`src/rtl/grt_pkg.sv`:
```
package grt_pkg;

  localparam int FracBits = 16;
  localparam int CellBits = 16;
  localparam int DivNumW  = 2 * FracBits + 1;
  localparam int DivCntW  = $clog2(DivNumW + 1);
  localparam int SqrtSteps = 32;
  localparam int SqrtCntW = $clog2(SqrtSteps + 1);

  localparam logic [31:0] Never = 32'hFFFF_FFFF;

  typedef enum logic {
    OP_START,
    OP_ADVANCE
  } op_e;

  typedef enum logic [1:0] {
    EDGE_TOP,
    EDGE_RIGHT,
    EDGE_BOTTOM,
    EDGE_LEFT
  } edge_e;

  typedef enum logic [3:0] {
    ST_IDLE,
    ST_DIV_GO,
    ST_DIV_WAIT,
    ST_EMIT,
    ST_POS,
    ST_SQA,
    ST_SQB,
    ST_SUM,
    ST_SQRT,
    ST_OUT
  } state_e;

  typedef struct packed {
    op_e         op;
    logic [31:0] origin_x;
    logic [31:0] origin_y;
    logic [31:0] dir_x;
    logic [31:0] dir_y;
  } item_t;

  typedef struct packed {
    logic               start;
    logic [DivNumW-1:0] num;
    logic [31:0]        den;
  } div_req_t;

  typedef struct packed {
    logic        start;
    logic [63:0] radicand;
  } sqrt_req_t;

  typedef struct packed {
    logic [31:0] hit_x;
    logic [31:0] hit_y;
    logic [15:0] cell_x;
    logic [15:0] cell_y;
    logic [1:0]  edge_res;
    logic [15:0] offset;
    logic [31:0] distance;
    logic        no_hit;
  } result_t;

  function automatic logic [31:0] mag32(logic [31:0] v);
    return v[31] ? 32'(-v) : v;
  endfunction

  function automatic logic [31:0] sat32(logic signed [65:0] v);
    if (v > 66'sd2147483647) return 32'h7FFF_FFFF;
    if (v < -66'sd2147483648) return 32'h8000_0000;
    return v[31:0];
  endfunction

  function automatic logic [31:0] time_add(logic [31:0] t, logic [31:0] d);
    logic [32:0] s;
    s = {1'b0, t} + {1'b0, d};
    if (t == Never || s >= {1'b0, Never}) return Never;
    return s[31:0];
  endfunction

  // Fraction of a coordinate rescaled to sixteen bits.
  function automatic logic [15:0] frac_off(logic [31:0] p);
    logic [47:0] w;
    w = 48'(p[FracBits-1:0]) << 16;
    return w[FracBits +: 16];
  endfunction

  function automatic logic [31:0] abs_diff(logic [31:0] x, logic [31:0] y);
    logic [32:0] d;
    d = {x[31], x} - {y[31], y};
    return d[32] ? 32'(-d) : d[31:0];
  endfunction

endpackage

```
`src/rtl/grt_front.sv`:
```
module grt_front import grt_pkg::*; (
  input  logic               clk_i,
  input  logic               rst_ni,
  input  logic               in_valid_i,
  output logic               in_ready_o,
  input  logic               mode_i,
  input  logic signed [31:0] origin_x_i,
  input  logic signed [31:0] origin_y_i,
  input  logic signed [31:0] dir_x_i,
  input  logic signed [31:0] dir_y_i,
  output logic               item_valid_o,
  output item_t              item_o,
  input  logic               item_pop_i
);

  item_t      fifo_q [2];
  logic       wr_ptr_q, rd_ptr_q;
  logic [1:0] cnt_q;
  logic       push, pop;

  assign in_ready_o   = (cnt_q != 2'd2);
  assign item_valid_o = (cnt_q != 2'd0);
  assign item_o       = fifo_q[rd_ptr_q];
  assign push         = in_valid_i && in_ready_o;
  assign pop          = item_pop_i && item_valid_o;

  always_ff @(posedge clk_i or negedge rst_ni) begin
    if (!rst_ni) begin
      wr_ptr_q <= 1'b0;
      rd_ptr_q <= 1'b0;
      cnt_q    <= 2'd0;
    end else begin
      if (push) wr_ptr_q <= ~wr_ptr_q;
      if (pop) rd_ptr_q <= ~rd_ptr_q;
      if (push && !pop) cnt_q <= cnt_q + 2'd1;
      else if (pop && !push) cnt_q <= cnt_q - 2'd1;
    end
  end

  // Each word is tagged with its operation as it enters the queue.
  always_ff @(posedge clk_i) begin
    if (push) begin
      fifo_q[wr_ptr_q].op       <= mode_i ? OP_ADVANCE : OP_START;
      fifo_q[wr_ptr_q].origin_x <= origin_x_i;
      fifo_q[wr_ptr_q].origin_y <= origin_y_i;
      fifo_q[wr_ptr_q].dir_x    <= dir_x_i;
      fifo_q[wr_ptr_q].dir_y    <= dir_y_i;
    end
  end

endmodule

```
`config.mk`:
```
export PLATFORM = sky130hd
export DESIGN_NAME = grt_front
export DESIGN_NICKNAME = d
export VERILOG_FILES = /design/src/rtl/grt_pkg.sv /design/src/rtl/grt_front.sv
export SDC_FILE = /design/constraint.sdc
export NUM_CORES = 1
export LEC_CHECK = 0
export BUFFER_PORTS_ARGS = -buffer_cell sky130_fd_sc_hd__buf_2
export CORE_ASPECT_RATIO = 0.6
export CORE_MARGIN = 3
export CORE_UTILIZATION = 40
export CTS_BUF_LIST = sky130_fd_sc_hd__clkbuf_4 sky130_fd_sc_hd__clkbuf_8
export DETAILED_ROUTE_END_ITERATION = 10
export PLACE_DENSITY = 0.66
export SYNTH_ARGS = -nofsm -noshare
export SYNTH_HDL_FRONTEND = slang
export SYNTH_SLANG_ARGS = --single-unit
```
`constraint.sdc`:
```
create_clock -name clk_i -period 6.8 [get_ports clk_i]
set_input_delay 1.36 -clock clk_i [delete_from_list [all_inputs] [get_ports clk_i]]
set_output_delay 1.36 -clock clk_i [all_outputs]
set_load 0.01 [all_outputs]
```
==> summary.txt <==
Hold path
  • Min-Delay Path Class: reg2reg

Placed design
  • I/O Buffers: 263
  • Gp weighted congestion: 0.764
  • Placed cell areas: 11,200 µm²
  • DP HPWL: 13.2 mm

Detailed routing
  • TritonRoute pass-1 iters: 4
  • 1st-iter DRT viols: 260
  • Drt wl/cell: 18.6 µm
  • Antenna-violating nets left: 0
  • Final wirelength: 19.6 mm
  • Via/cell ratio: 4.73
  • Residual DRC: 0
  • Detailed-route via count: 4,989

Global routing
  • Tot GR Track Use: 0.149
  • GR Overflow Total: 0
  • Initial antenna violation count: 1
  • Vias in the first global route: 5,346
  • Largest net degree at the start of global routing: 75
  • First-pass GRT wire length: 29.7 mm

STA
  • Final Hold Vio Count: 0
  • RSZ-0062 raised after global routing: no
  • Max transition margin: 0.324
  • Max-slew violation count: 0
  • Setup TNS: 0 ns
  • Minimum clock period: 4.38 ns
  • Clock Skews: 0.0131 ns
  • Final setup vio count: 0
  • Max Clk Rate: 228 MHz
  • Worst-Margin Slew: 1.01 ns
  • Fin crit share: 0.644

Clock tree
  • Post-cts hold buffer count: 0
  • CTS Root Cell: clkbuf_8
  • Worst skew pair latency: 0.52 ns
  • CTS tree: built
  • Clock Sinks: 262
  • Setup bufs post-CTS: 0
  • Clock slew at reported path FFs: 0.06 ns
  • CTS Buf Count: 39
  • Resize count post-CTS: 0
  • H-tree depth: 2
  • Clock Tree Buf Depth: 3

Logic synthesis
  • Ys async rst share: 0.0153
  • Mapped Area: 9530 µm²
  • Yosys warns: 0
  • Top FF cell, synth: edfxtp_1
  • Synthesized Nets: 553
  • Post-synth EDFFs: 258
  • Flops & latches, synth: 262
  • Cell variety after synth: 15
  • Synth Instances: 419
  • Synthesized area per cell: 22.7 µm²
  • Register area share after synthesis: 0.824

Final layout
  • Core Util, Final: 0.512
  • Filler cells: 1,942
  • Nets: 847
  • Ant diodes: 0
  • Cell area after layout: 11,900 µm²
  • Area growth, synth to finish: 24.9%
  • Layout cell share with drive strength beyond 1: 0.622

Pwr
  • LEAKAGE: 4.45 nW
  • VDD IR max: 0.221 mV
  • Pwr per Cell Area: 421 nW/µm²

Floorplan
  • Row cnt: 43
  • Core Area: 23,200 µm²
  • DIE AREA: 25,800 µm²
  • Die height: 126 µm
  • Die W: 205 µm
  • Initial core utilization: 0.410
  • IO Count: 264

Setup path
  • Worst endpoint required time: 5.44 ns
  • Crit start category: register
  • FF-to-FF setup slack: 4.12 ns
  • Setup Crit Path Kind: reg2out
  • Setup crit end kind: primary output
  • Worst Path Arrival: 3.02 ns
  • CP max FO: 74

Run status
  • Status: finished clean

Job
  • Max-Cap Viols: 0
layer usage:
layer / global-route usage / vias up / routed length (µm)
met2: 0.222 / 208 / 8750
met4: 0.0466 / 2 / 367
met5: 0 / - / 10
met1: 0.208 / 2480 / 8640
li1: - / 2264 / -
met3: 0.0536 / 35 / 1840
kinds of logic after synthesis:
logic type / after synthesis / synth area share
DFF: 262 / 0.824
muxes: 129 / 0.152
buffers and inverters: 15 / 0.0146
and+or+nand+nor: 7 / 0.00355
xor gates and xnor gates: 5 / 0.00460
adders and majority gates: 1 / 0.00131
where the power goes:
group          internal [W]  total, W  switching, W
Sequential          0.00221   0.00238      0.000165
Clock              0.000676   0.00123      0.000556
Combinational      0.000652   0.00140      0.000750
Total               0.00354   0.00501       0.00147
worst paths after layout:
check                              start             to  cells past startpoint
worst max register to register  cnt_q[0]  fifo_q[1][72]                      3
min in group asynchronous         rst_ni       wr_ptr_q                      1
worst max-delay path            rd_ptr_q     item_o[36]                      3
max in group asynchronous         rst_ni       rd_ptr_q                      1
worst min register to register  cnt_q[1]       cnt_q[1]                      1
worst min-delay path            cnt_q[1]       cnt_q[1]                      1
layout make-up:
type,count,area (µm²),area share
Clock buffer,56,677,0.0569
Clock inverter,12,75.1,0.00631
Inverter,1,3.75,0.000315
Multi-Input combinational cell,142,1560,0.131
Sequential cell,262,7850,0.660
Tap cell,315,394,0.0331
Timing Repair Buffer,267,1350,0.113
flip-flops by register name, summed over array words and instances (netlist names):
register,flops
cnt_q,2
fifo_q,258
rd_ptr_q,1
wr_ptr_q,1
per-stage QoR:
step / instances / setup WS [ns] / power (W) / hold WS [ns]
final: 1055 / 2.42 / 0.00501 / 0.510
after global routing: 1055 / 2.23 / 0.00529 / 0.549
after CTS: 1055 / 2.38 / 0.00510 / 0.511
after detailed placement: 987 / 2.97 / 0.00384 / 0.496
after global placement: 987 / 3.02 / 0.00379 / 0.471
after floorplan: 419 / 1.55 / 0.00333 / 0.456
placed cells by master, fill, tap and decap left out, drive strengths merged:
master / netlist / final
buf: 14 / 267
edfxtp: 258 / 258
mux2: 129 / 129
clkbuf: 0 / 56
clkinv: 0 / 11
dfrtp: 4 / 4
xnor2: 3 / 3
nand2: 2 / 2
xor2: 2 / 2
nor2: 2 / 2
nand2b: 1 / 1
inv: 1 / 1
or2: 1 / 1
and3: 1 / 1
ha: 1 / 1
bufinv: 0 / 1
Yosys cell counts (2+ instances only):
library cell | instances | area share
xnor2_1 | 3 | 0.0028
buf_2 | 3 | 0.0016
buf_6 | 10 | 0.012
edfxtp_1 | 258 | 0.81
mux2_2 | 129 | 0.15
nor2_1 | 2 | 0.00079
nand2_1 | 2 | 0.00079
xor2_1 | 2 | 0.0018
dfrtp_1 | 4 | 0.011
critical path, stage by stage (launching register included):
cell and delay, ns:
dfrtp_4 1.05, buf_4 0.74, mux2_2 0.43, buf_2 0.15
Power figures use the tool's default switching activity.
